**src/rtl/thg_pkg.sv**
```systemverilog
`default_nettype none
// ----------------------------------------------------------------------------
// Touch gesture hold aggregator package
// Shared types and codes for the event input, the derived results and the
// gesture kinds and phases.
// ----------------------------------------------------------------------------
package thg_pkg;

    localparam int POS_W   = 16;
    localparam int COUNT_W = 4;
    localparam int TIME_W  = 31;
    localparam int THR_W   = 16;
    localparam logic [THR_W-1:0] THR_RESET = 16'd500;

    // Primitive gesture kinds.
    localparam logic [2:0] K_TAP      = 3'd0;
    localparam logic [2:0] K_LONG     = 3'd1;
    localparam logic [2:0] K_DOUBLE   = 3'd2;
    localparam logic [2:0] K_TRIPLE   = 3'd3;
    localparam logic [2:0] K_MOMENTUM = 3'd4;
    localparam logic [2:0] K_LINE     = 3'd5;
    localparam logic [2:0] K_FLICK    = 3'd6;

    // Primitive gesture phases.
    localparam logic [2:0] PH_START = 3'd0;
    localparam logic [2:0] PH_MOVE  = 3'd1;

    // Derived gesture kinds and phases.
    localparam logic       DK_HOVER  = 1'b0;
    localparam logic       DK_HOLD   = 1'b1;
    localparam logic [1:0] DPH_START = 2'd0;
    localparam logic [1:0] DPH_MOVE  = 2'd1;
    localparam logic [1:0] DPH_END   = 2'd2;

    typedef struct packed {
        logic [2:0]                kind;
        logic [2:0]                phase;
        logic signed [POS_W-1:0]   pos_x;
        logic signed [POS_W-1:0]   pos_y;
        logic [COUNT_W-1:0]        finger_count;
        logic [TIME_W-1:0]         time_stamp;
    } event_t;

    typedef struct packed {
        logic                      kind;
        logic [1:0]                phase;
        logic signed [POS_W-1:0]   out_x;
        logic signed [POS_W-1:0]   out_y;
        logic [COUNT_W-1:0]        out_count;
        logic [TIME_W-1:0]         out_time;
        logic                      last;
    } result_t;

    function automatic logic [1:0] derive_phase(input logic was_on, input logic now_on);
        logic [1:0] ph;
        if (!was_on && now_on) begin
            ph = DPH_START;
        end else if (was_on && !now_on) begin
            ph = DPH_END;
        end else begin
            ph = DPH_MOVE;
        end
        return ph;
    endfunction

endpackage
`default_nettype wire

```
**src/rtl/thg_core.sv**
```systemverilog
`default_nettype none
// ----------------------------------------------------------------------------
// Gesture timekeeping core
// Holds the start times of the primitive and derived gestures, updates them
// for one event and forms the zero, one or two derived results it causes.
// ----------------------------------------------------------------------------
module thg_core
    import thg_pkg::*;
#(
    parameter int TIME_BITS = 31
) (
    input  wire logic             aclk,
    input  wire logic             aresetn,
    input  wire logic             fire,
    input  wire event_t           item,
    input  wire logic [THR_W-1:0] hold_threshold,
    output result_t               res0,
    output result_t               res1,
    output logic [1:0]            res_cnt
);

    logic [TIME_BITS-1:0] lt_reg, dt_reg, tt_reg, mt_reg, hv_reg, hd_reg;
    logic [TIME_BITS-1:0] lt_next, dt_next, tt_next, mt_next, hv_next, hd_next;
    logic [TIME_BITS-1:0] ts;
    logic [TIME_BITS-1:0] thr;
    logic                 kind_ok;
    logic                 start_move;
    logic                 hover_emit, hold_emit;
    result_t              hover_res, hold_res;

    assign ts         = item.time_stamp[TIME_BITS-1:0];
    assign thr        = TIME_BITS'(hold_threshold);
    assign kind_ok    = (item.kind <= K_FLICK);
    assign start_move = (item.phase == PH_START) || (item.phase == PH_MOVE);

    always_comb begin
        lt_next = lt_reg;
        dt_next = dt_reg;
        tt_next = tt_reg;
        mt_next = mt_reg;
        hv_next = hv_reg;
        hd_next = hd_reg;
        if (start_move) begin
            case (item.kind)
                K_MOMENTUM: mt_next = ts;
                K_LONG:     if (lt_reg == '0) lt_next = ts;
                K_DOUBLE:   if (dt_reg == '0) dt_next = ts;
                K_TRIPLE:   tt_next = ts;
                default:    ;
            endcase
        end else begin
            case (item.kind)
                K_MOMENTUM: mt_next = '0;
                K_LONG:     lt_next = '0;
                K_DOUBLE:   dt_next = '0;
                K_TRIPLE:   tt_next = '0;
                default:    ;
            endcase
            if (lt_next == '0 && dt_next == '0 && tt_next == '0 && mt_next == '0) begin
                hv_next = '0;
                hd_next = '0;
            end
        end
        if (lt_next != '0 && hv_next == '0 && ts > lt_next && (ts - lt_next) > thr) begin
            hv_next = ts;
        end
        if (dt_next != '0 && hd_next == '0 && ts > dt_next && (ts - dt_next) > thr) begin
            hd_next = ts;
        end
    end

    assign hover_emit = kind_ok && ((hv_reg != '0) || (hv_next != '0));
    assign hold_emit  = kind_ok && ((hd_reg != '0) || (hd_next != '0));

    always_comb begin
        hover_res.kind      = DK_HOVER;
        hover_res.phase     = derive_phase(hv_reg != '0, hv_next != '0);
        hover_res.out_x     = item.pos_x;
        hover_res.out_y     = item.pos_y;
        hover_res.out_count = item.finger_count;
        hover_res.out_time  = TIME_W'(ts);
        hover_res.last      = !hold_emit;

        hold_res.kind      = DK_HOLD;
        hold_res.phase     = derive_phase(hd_reg != '0, hd_next != '0);
        hold_res.out_x     = item.pos_x;
        hold_res.out_y     = item.pos_y;
        hold_res.out_count = item.finger_count;
        hold_res.out_time  = TIME_W'(ts);
        hold_res.last      = 1'b1;

        res0    = hover_emit ? hover_res : hold_res;
        res1    = hold_res;
        res_cnt = 2'(hover_emit) + 2'(hold_emit);
    end

    always_ff @(posedge aclk) begin
        if (!aresetn) begin
            lt_reg <= '0;
            dt_reg <= '0;
            tt_reg <= '0;
            mt_reg <= '0;
            hv_reg <= '0;
            hd_reg <= '0;
        end else if (fire && kind_ok) begin
            lt_reg <= lt_next;
            dt_reg <= dt_next;
            tt_reg <= tt_next;
            mt_reg <= mt_next;
            hv_reg <= hv_next;
            hd_reg <= hd_next;
        end
    end

endmodule
`default_nettype wire

```
**src/rtl/thg_res_buf.sv**
```systemverilog
`default_nettype none
// ----------------------------------------------------------------------------
// Result buffer
// Two-slot result register. Loads all results of one event at once and
// presents them one per transfer, head slot first.
// ----------------------------------------------------------------------------
module thg_res_buf
    import thg_pkg::*;
(
    input  wire logic    aclk,
    input  wire logic    aresetn,
    input  wire logic    load,
    input  wire result_t res0,
    input  wire result_t res1,
    input  wire logic [1:0] res_cnt,
    input  wire logic    pop,
    output result_t      head,
    output logic [1:0]   cnt
);

    result_t    slot0_reg, slot1_reg;
    logic [1:0] cnt_reg;

    assign head = slot0_reg;
    assign cnt  = cnt_reg;

    always_ff @(posedge aclk) begin
        if (load) begin
            slot0_reg <= res0;
            slot1_reg <= res1;
        end else if (pop) begin
            slot0_reg <= slot1_reg;
        end
    end

    always_ff @(posedge aclk) begin
        if (!aresetn) begin
            cnt_reg <= '0;
        end else if (load) begin
            cnt_reg <= res_cnt;
        end else if (pop) begin
            cnt_reg <= cnt_reg - 2'd1;
        end
    end

endmodule
`default_nettype wire

```
**src/rtl/touch_gesture_hold_aggregator.sv**
```systemverilog
`default_nettype none
// ----------------------------------------------------------------------------
// Touch gesture hold aggregator
// Tracks long, double and triple tap and momentum start times from primitive
// touch events and derives hover and double-tap-and-hold gestures.
//
//   Channel  Direction  Handshake            Payload
//   s_       in         s_tvalid/s_tready    event: kind, phase, x, y, count, time
//   m_       out        m_tvalid/m_tready    derived result, m_tlast on final one
//   cfg_     in         cfg_valid/cfg_ready  hold_threshold
//
// An event is registered, then processed combinationally into the result buffer.
// Events with one or no result sustain one transfer per cycle unless the
// output stalls; two-result events are paced by the single result port.
// Reset clears all gesture times and sets the threshold to 500.
// A stalled output holds the buffer; one event can wait in the input register.
// ----------------------------------------------------------------------------
module touch_gesture_hold_aggregator
    import thg_pkg::*;
#(
    parameter int TIME_BITS = 31
) (
    input  wire logic        aclk,
    input  wire logic        aresetn,
    input  wire logic        s_tvalid,
    output logic             s_tready,
    // pos_x[15:0], pos_y[31:16], finger_count[35:32], time_stamp[66:36], zero
    input  wire logic [71:0] s_tdata,
    // gesture_kind[2:0], gesture_phase[5:3]
    input  wire logic [5:0]  s_tuser,
    output logic             m_tvalid,
    input  wire logic        m_tready,
    // out_x[15:0], out_y[31:16], out_count[35:32], out_time[66:36], zero
    output logic [71:0]      m_tdata,
    // derived_kind[0], derived_phase[2:1]
    output logic [2:0]       m_tuser,
    output logic             m_tlast,
    input  wire logic        cfg_valid,
    output logic             cfg_ready,
    input  wire logic [15:0] cfg_data
);

    event_t           item_reg;
    logic             item_valid_reg;
    logic [THR_W-1:0] thr_reg;
    logic             fire;
    logic             pop;
    logic [1:0]       buf_cnt;
    logic [1:0]       res_cnt;
    result_t          res0, res1, head;

    assign cfg_ready = 1'b1;
    assign pop       = m_tvalid && m_tready;
    assign fire      = item_valid_reg && ((buf_cnt == 2'd0) || (buf_cnt == 2'd1 && pop));
    assign s_tready  = !item_valid_reg || fire;

    always_ff @(posedge aclk) begin
        if (!aresetn) begin
            thr_reg <= THR_RESET;
        end else if (cfg_valid && cfg_ready) begin
            thr_reg <= cfg_data;
        end
    end

    always_ff @(posedge aclk) begin
        if (!aresetn) begin
            item_valid_reg <= 1'b0;
        end else if (s_tready) begin
            item_valid_reg <= s_tvalid;
        end
    end

    always_ff @(posedge aclk) begin
        if (s_tvalid && s_tready) begin
            item_reg.kind         <= s_tuser[2:0];
            item_reg.phase        <= s_tuser[5:3];
            item_reg.pos_x        <= s_tdata[15:0];
            item_reg.pos_y        <= s_tdata[31:16];
            item_reg.finger_count <= s_tdata[35:32];
            item_reg.time_stamp   <= s_tdata[66:36];
        end
    end

    thg_core #(
        .TIME_BITS (TIME_BITS)
    ) u_core (
        .aclk           (aclk),
        .aresetn        (aresetn),
        .fire           (fire),
        .item           (item_reg),
        .hold_threshold (thr_reg),
        .res0           (res0),
        .res1           (res1),
        .res_cnt        (res_cnt)
    );

    thg_res_buf u_buf (
        .aclk    (aclk),
        .aresetn (aresetn),
        .load    (fire),
        .res0    (res0),
        .res1    (res1),
        .res_cnt (res_cnt),
        .pop     (pop),
        .head    (head),
        .cnt     (buf_cnt)
    );

    assign m_tvalid = (buf_cnt != 2'd0);
    assign m_tdata  = {5'd0, head.out_time, head.out_count, head.out_y, head.out_x};
    assign m_tuser  = {head.phase, head.kind};
    assign m_tlast  = head.last;

    a_buf_bound: assert property (@(posedge aclk) disable iff (!aresetn)
        buf_cnt != 2'd3)
        else $error("result buffer holds more than two results");

    a_two_first: assert property (@(posedge aclk) disable iff (!aresetn)
        fire && res_cnt == 2'd2 |=> m_tvalid && !m_tlast && m_tuser[0] == DK_HOVER)
        else $error("first of two results is not a non-final hover result");

    a_none_idle: assert property (@(posedge aclk) disable iff (!aresetn)
        fire && res_cnt == 2'd0 && buf_cnt == 2'd0 |=> !m_tvalid)
        else $error("result shown for an event that causes none");

    a_single_last: assert property (@(posedge aclk) disable iff (!aresetn)
        fire && res_cnt == 2'd1 |=> m_tvalid && m_tlast)
        else $error("single result of an event is not marked last");

endmodule
`default_nettype wire
```
**config.mk**
```make
export PLATFORM = sky130hd
export DESIGN_NAME = touch_gesture_hold_aggregator
export DESIGN_NICKNAME = d
export VERILOG_FILES = /design/src/rtl/thg_pkg.sv /design/src/rtl/thg_core.sv /design/src/rtl/thg_res_buf.sv /design/src/rtl/touch_gesture_hold_aggregator.sv
export SDC_FILE = /design/constraint.sdc
export NUM_CORES = 1
export LEC_CHECK = 0
export BUFFER_PORTS_ARGS = -buffer_cell sky130_fd_sc_hd__buf_2
export CORE_MARGIN = 5
export CORE_UTILIZATION = 55
export CTS_BUF_LIST = sky130_fd_sc_hd__clkbuf_16
export DETAILED_ROUTE_END_ITERATION = 16
export PLACE_DENSITY_LB_ADDON = 0.25
export SYNTH_ARGS = -nofsm -noshare
export SYNTH_HDL_FRONTEND = slang
export SYNTH_SLANG_ARGS = --single-unit
```
**constraint.sdc**
```tcl
create_clock -name aclk -period 7.3 [get_ports aclk]
set_input_delay 0.365 -clock aclk [delete_from_list [all_inputs] [get_ports aclk]]
set_output_delay 0.365 -clock aclk [all_outputs]
set_load 0.02 [all_outputs]
```
# [Yosys cells after proc, flatten, opt, wreduce, memory -nomap -nowiden]
# Cells that the tools add are included.
[totals] ff_bits=418
[classes] n_eq_ne=8 n_reduce_logical=51 n_lt_le_gt_ge=5 addsub=4 n_mux=33
[op_table] operator="$mux 31" n=24
[op_table] operator="$logic_not 31->1" n=8
[op_table] operator="$mux 71" n=3
[op_table] operator="$reduce_bool 31->1" n=6
[op_table] operator="$gt 31x16->1" n=2
[op_table] operator="$gt 31x31->1" n=2
[op_table] operator="$sub 31x31->31" n=2
[op_table] operator="$logic_and 1x1->1" n=20
[op_table] operator="$mux 2" n=6
[op_table] operator="$eq 3x1->1 const B" n=2
[op_table] operator="$eq 3x2->1 const B" n=2
[op_table] operator="$logic_not 1->1" n=6
[op_table] operator="$logic_or 1x1->1" n=5
[op_table] operator="$ne 2x2->1 const B" n=2
[op_table] operator="$reduce_and 2->1" n=2
[op_table] operator="$reduce_bool 2->1" n=2
[op_table] operator="$eq 3x3->1 const B" n=1
[op_table] operator="$le 3x3->1 const B" n=1
[op_table] operator="$logic_not 3->1" n=1
[op_table] operator="$add 1x1->2" n=1
[op_table] operator="$eq 2x1->1 const B" n=1
[op_table] operator="$logic_not 2->1" n=1
[op_table] operator="$sub 2x1->2 const B" n=1

# [Logic depth before layout (Yosys ltp)]
[logic_depth] ltp_word=21 ltp_mapped=37

# [Cells and area by module]
# Synthesis repeated with hierarchy kept, for this count alone.
[unflattened] cells_unflattened=2262 hier_area_um2=22759.3
[modules_own_cells] mod="thg_core" cells_per_inst=1886 seq_area_each_um2=3723.6 area_each_um2=14596.5 n_inst=1
[modules_own_cells] mod="thg_res_buf" cells_per_inst=233 seq_area_each_um2=4304.1 area_each_um2=5232.5 n_inst=1
[modules_own_cells] mod="touch_gesture_hold_aggregator" cells_per_inst=143 seq_area_each_um2=2532.4 area_each_um2=2930.3 n_inst=1

# [Worst setup path after synthesis]
# No wires, ideal clock.
[synth_timing] path_type="flip-flop to flip-flop" start="register item_reg[72] in the netlist's numbering" end="register u_buf.cnt_reg[0], in the netlist u_buf.cnt[0]" arrival_ns=6.889 slack_ns=0.295 period_less_slack_ns=7.005 stages_incl_launch_ff=36 n_path_buf=2 cell_sequence="edfxtp_1 nor3b_4 nand3_1 nor3_4 clkbuf_1 clkbuf_1 a21oi_1 or2_2 ha_1 a21oi_1 o21ai_0 a22o_1 and3_1 nor3_1 nand2_1 a21o_1 a21o_1 a21o_1 a21oi_1 xnor2_1 ha_1 nand4_1 nor4_1 nand4_1 o21a_1 o21ai_0 o2111ai_1 a211oi_1 and4_1 and4_1 a21oi_1 a21oi_1 ha_1 nor2_1 ha_1 o211a_1"
[synth_between] elab_chain_cells=19 word_cells_on_any_way=54
[synth_rtl] item="from (decl)" line_no="touch_gesture_hold_aggregator.sv:43" text="event_t item_reg;"
[synth_rtl] item="branches (longest 17 deep; another with $sub 31x31->31)"
[synth_rtl] item="$add 1x1->2 *" line_no="thg_core.sv:94" text="res_cnt = 2'(hover_emit) + 2'(hold_emit);"
[synth_rtl] item="$mux 2 *" line_no="thg_res_buf.sv:39" text="end else if (load) begin"
[synth_rtl] item="to (signal assigned)" line_no="thg_res_buf.sv:40" text="cnt_reg <= res_cnt;"
[synth_rtl] item="to (signal assigned)" line_no="thg_res_buf.sv:42" text="cnt_reg <= cnt_reg - 2'd1;"
[synth_rtl] item="to (decl)" line_no="thg_res_buf.sv:22" text="logic [1:0] cnt_reg;"
# Every way passes the cells marked *. The select of a mux whose other input is x is not followed.
# A chain may end at the register's enable or synchronous reset.

# [Worst setup path after layout]
[layout_timing] start="register u_core.lt_reg[27]" end="register u_core.hv_reg[27]"
[layout_between] word_cells_on_any_way=21
[layout_rtl] item="from (decl)" line_no="thg_core.sv:22" text="logic [TIME_BITS-1:0] lt_reg, dt_reg, tt_reg, mt_reg, hv_reg, hd_reg;"
[layout_rtl] item="from (signal assigned)" line_no="thg_core.sv:106" text="lt_reg <= lt_next;"
[layout_rtl] item="$logic_not 31->1 *" line_no="thg_core.sv:46" text="K_LONG: if (lt_reg == '0) lt_next = ts;"
[layout_rtl] item="$mux 31 *" line_no="thg_core.sv:46"
[layout_rtl] item="$mux 31 *" line_no="thg_core.sv:44" text="case (item.kind)"
[layout_rtl] item="$mux 31 *" line_no="thg_core.sv:43" text="if (start_move) begin"
[layout_rtl] item="via u_core.lt_next[0]" line_no="thg_core.sv:23" text="logic [TIME_BITS-1:0] lt_next, dt_next, tt_next, mt_next, hv_next, hd_next;"
[layout_rtl] item="branches (longest 3 deep; another with $sub 31x31->31)"
[layout_rtl] item="$logic_and 1x1->1 *" line_no="thg_core.sv:64" text="if (lt_next != '0 && hv_next == '0 && ts > lt_next && (ts - lt_next) > thr) begin"
[layout_rtl] item="$mux 31 *" line_no="thg_core.sv:64"
[layout_rtl] item="to (signal assigned)" line_no="thg_core.sv:110" text="hv_reg <= hv_next;"
[layout_rtl] item="to (decl)" line_no="thg_core.sv:22"
# Mark *: on every way through the listed nets, which the timed path passes. The select of a mux whose other input is x is not followed.

==> impl_metrics.csv <==
group,metric,value,unit
worst_setup_path,arrival,7.46,ns
layout,largest_reg_flops,72,
clocking,clockRootBuffer,"clkbuf_16",
synth,ys.flop_type,"edfxtp_1",
synth,ys_warn_count,0,
grt,grt_pass1_wl,102000,µm
floorplanning,die_h,208,µm
floorplanning,io_pins,178,
synth,synthTopCellsByArea,"edfxtp_1, dfxtp_1, nand2_1",
worst_setup_path,worst-setup-path-type,"reg -> reg",
worst_setup_path,critPathMaxStageDelay,1.04,ns
worst_setup_path,crit_slowest_cell,"a211oi_4",
min_path,min_path_cells,3,
clocking,tritoncts,"built",
min_path,hold_path.class,"in -> reg",
place,dp_hpwl,45800,µm
layout,fillers,3066,
routing,vias_per_cell,6.20,
clocking,cts_buffers,45,
grt,grt_overflow,0,
worst_setup_path,crit_fanout,31,
routing,firstDrtPassIters,6,
power,sequentialPowerShare,38.8,%
clocking,clk_pin_slew,0.06,ns
worst_setup_path,startpoint_type,"register",
run,maxCapViolCount,0,
sta,finalHoldViolCount,0,
synth,netlist_area,21500,µm²
routing,detail-route-antenna-nets,0,
floorplanning,fp.dieArea,43200,µm²
place,gp_congestion,0.965,
synth,synth_cells,2240,
floorplanning,row_count,72,
synth,ys_async_sr_fraction,0,%
grt,grt_max_degree,99,
grt,grtUsageTotal,29.6,%
sta,timing.setup.tns,0,ns
routing,drt_iter0_markers,1575,
clocking,worstSkewPairLatency,0.59,ns
synth,yosys.area.top_type,"edfxtp_1",
worst_setup_path,rr_startpoint,"u_core.lt_reg[27]",
power,p_int,5.18,mW
layout,instances_no_fill,3024,
synth,ys_seq_elements,417,
sta,relSlewSlack,13.8,%
sta,max_freq,0.144,GHz
layout,nets,2659,
synth,synth_area_per_cell,9.61,µm²
routing,drc,0,
sta,clock_skew,0.0236,ns
min_path,worstHoldStart,"s_tvalid",
sta,setup_viol,0,
power,finalPower,8.15,mW
synth,synth_cell_types,90,
routing,routedWlPerCell,22.2,µm
power,peakVddDrop,0.193,mV
place,dp_cells,2853,
synth,synth_common_cells,"nand2_1, edfxtp_1, dfxtp_1",
synth,yosys.cell_count.top_type,"nand2_1",
clocking,clock_sinks,417,
synth,synth_edf_count,212,
grt,antenna_found_initial,0,
power,switching_power,2.96,mW
layout,n_antenna_cell,0,
floorplanning,start_util,55.7,%
routing,routed_wl,67200,µm
clocking,clockBufferDepth,3,
sta,slew_viol_final,0,
sta,period_share,95.1,%
worst_setup_path,required,7.82,ns
sta,hold_ws,0.0364,ns
layout,final_core_util,65.8,%
grt,grt_pass1_vias,17704,
layout,drive_gt1_share,15.6,%
clocking,htreeDepth,2,
routing,via_count,18745,
place,io_buffers,165,
worst_setup_path,reg2reg_slack,0.36,ns
floorplanning,die_x,208,µm
synth,seq_area_frac_synth,48.6,%
layout,area_delta_synth_final,18.1,%
worst_setup_path,end_kind,"register",
power,swShare,36.4,%
status,run_status,"finished clean",
floorplanning,coreArea,38600,µm²
worst_setup_path,critical_path.most_common_cell,"buf_4",
power,pwr-share-clk,26.3,%
power,p_comb_share,34.9,%
worst_setup_path,reg2reg_to,"u_core.hv_reg[27]",
power,power.density,321,nW/µm²
worst_setup_path,reg2reg_depth,30,
power,leakage,10.2,nW
min_path,holdPathEnd,"item_valid_reg",
sta,fin_crit,6.94,ns
sta,tightest_slew,1.29,ns
synth,yosysTopAreaCellShare,29.6,%
[layout make-up]
class                      count  area [µm²]  area share (%)
timing repair buffer         349        2400            9.46
inverter                      45         171           0.675
tap                          518         648            2.55
clock buffer                  45        1130            4.43
multi-input combinational   1613       10300            40.7
sequential                   417       10500            41.2
clock inverter                37         248           0.975
[power by group through the flow]
stage	sequential, mW	combinational [mW]	clock (mW)
4_1_cts	3.15	2.77	2.18
3_5_place_dp	3.20	2.72	0
6_report	3.16	2.84	2.15
2_1_floorplan	3.35	1.62	0
5_1_grt	3.19	3.10	2.28
3_3_place_gp	3.18	2.67	0
[worst max-delay path, delay by kind of cell, from the launching register on]
family | cells | cell delay, ns
adder cells (fa/ha/maj) | 3 | 0.72
AND/OR/NAND/NOR | 8 | 1.50
AO/OA/AOI/OAI | 12 | 3.15
buffers and inverters | 6 | 1.00
XOR/XNOR | 1 | 0.16
flip-flops | 1 | 0.34
[logic make-up after synthesis]
family | after synthesis | synth area share [%]
AO/OA/AOI/OAI | 612 | 20.1
XOR/XNOR | 49 | 1.99
adder cells (fa/ha/maj) | 92 | 5.31
buffers and inverters | 214 | 4.18
flip-flops | 417 | 48.6
multiplexers | 15 | 0.698
other | 2 | 0.0349
AND/OR/NAND/NOR | 839 | 19.1
[through the flow]
stage / instance area, µm² / setup WS [ns]
6_report: 25400 / 0.361
3_3_place_gp: 23100 / 0.320
4_1_cts: 25200 / 0.202
2_1_floorplan: 21500 / 0.295
5_1_grt: 25400 / -0.0425
3_5_place_dp: 23100 / 0.222
[cell usage in the layout, fill, tap and decap left out, types with 17 or more instances in the layout]
cell type	n
nand2_1	364
edfxtp_1	212
dfxtp_1	205
buf_2	164
buf_4	107
a21oi_1	104
o21ai_0	99
nor2_1	90
ha_1	89
nor2b_1	80
dlygate4sd3_1	78
a22oi_1	77
a22o_1	66
nand3_1	59
inv_1	54
clkbuf_16	45
nor4_1	42
nand4_1	35
a21boi_0	34
a21o_1	33
nor3_1	31
o211a_1	30
xnor2_1	25
xor2_1	24
and2_1	23
and3_1	17
[worst max path at each step]
stage                      start                end  slack [ns]
5_1_grt        u_core.lt_reg[18]  u_core.hv_reg[13]       -0.04
3_3_place_gp    u_core.lt_reg[6]       u_buf.cnt[0]        0.32
2_1_floorplan       item_reg[72]       u_buf.cnt[0]        0.29
4_1_cts         u_core.lt_reg[6]       u_buf.cnt[0]        0.20
3_5_place_dp    u_core.lt_reg[6]       u_buf.cnt[0]        0.22
6_report       u_core.lt_reg[27]  u_core.hv_reg[27]        0.36
[timing repair]
item	in CTS	in global routing
gates resized for setup	0	22
setup buffers	0	11
endpoints found under the setup margin	0	36
endpoints found under the hold margin	78	0
hold buffers	78	0
[layer usage]
layer	GRT usage [%]	vias to the layer above	part of all wire, %
met1	40.1	9032	41
met3	6.06	157	8.8
met5	0	-	0
met4	11.4	0	4.1
met2	47.2	871	46
li1	-	8685	-
No activity file was read; power rests on OpenSTA's default activity.
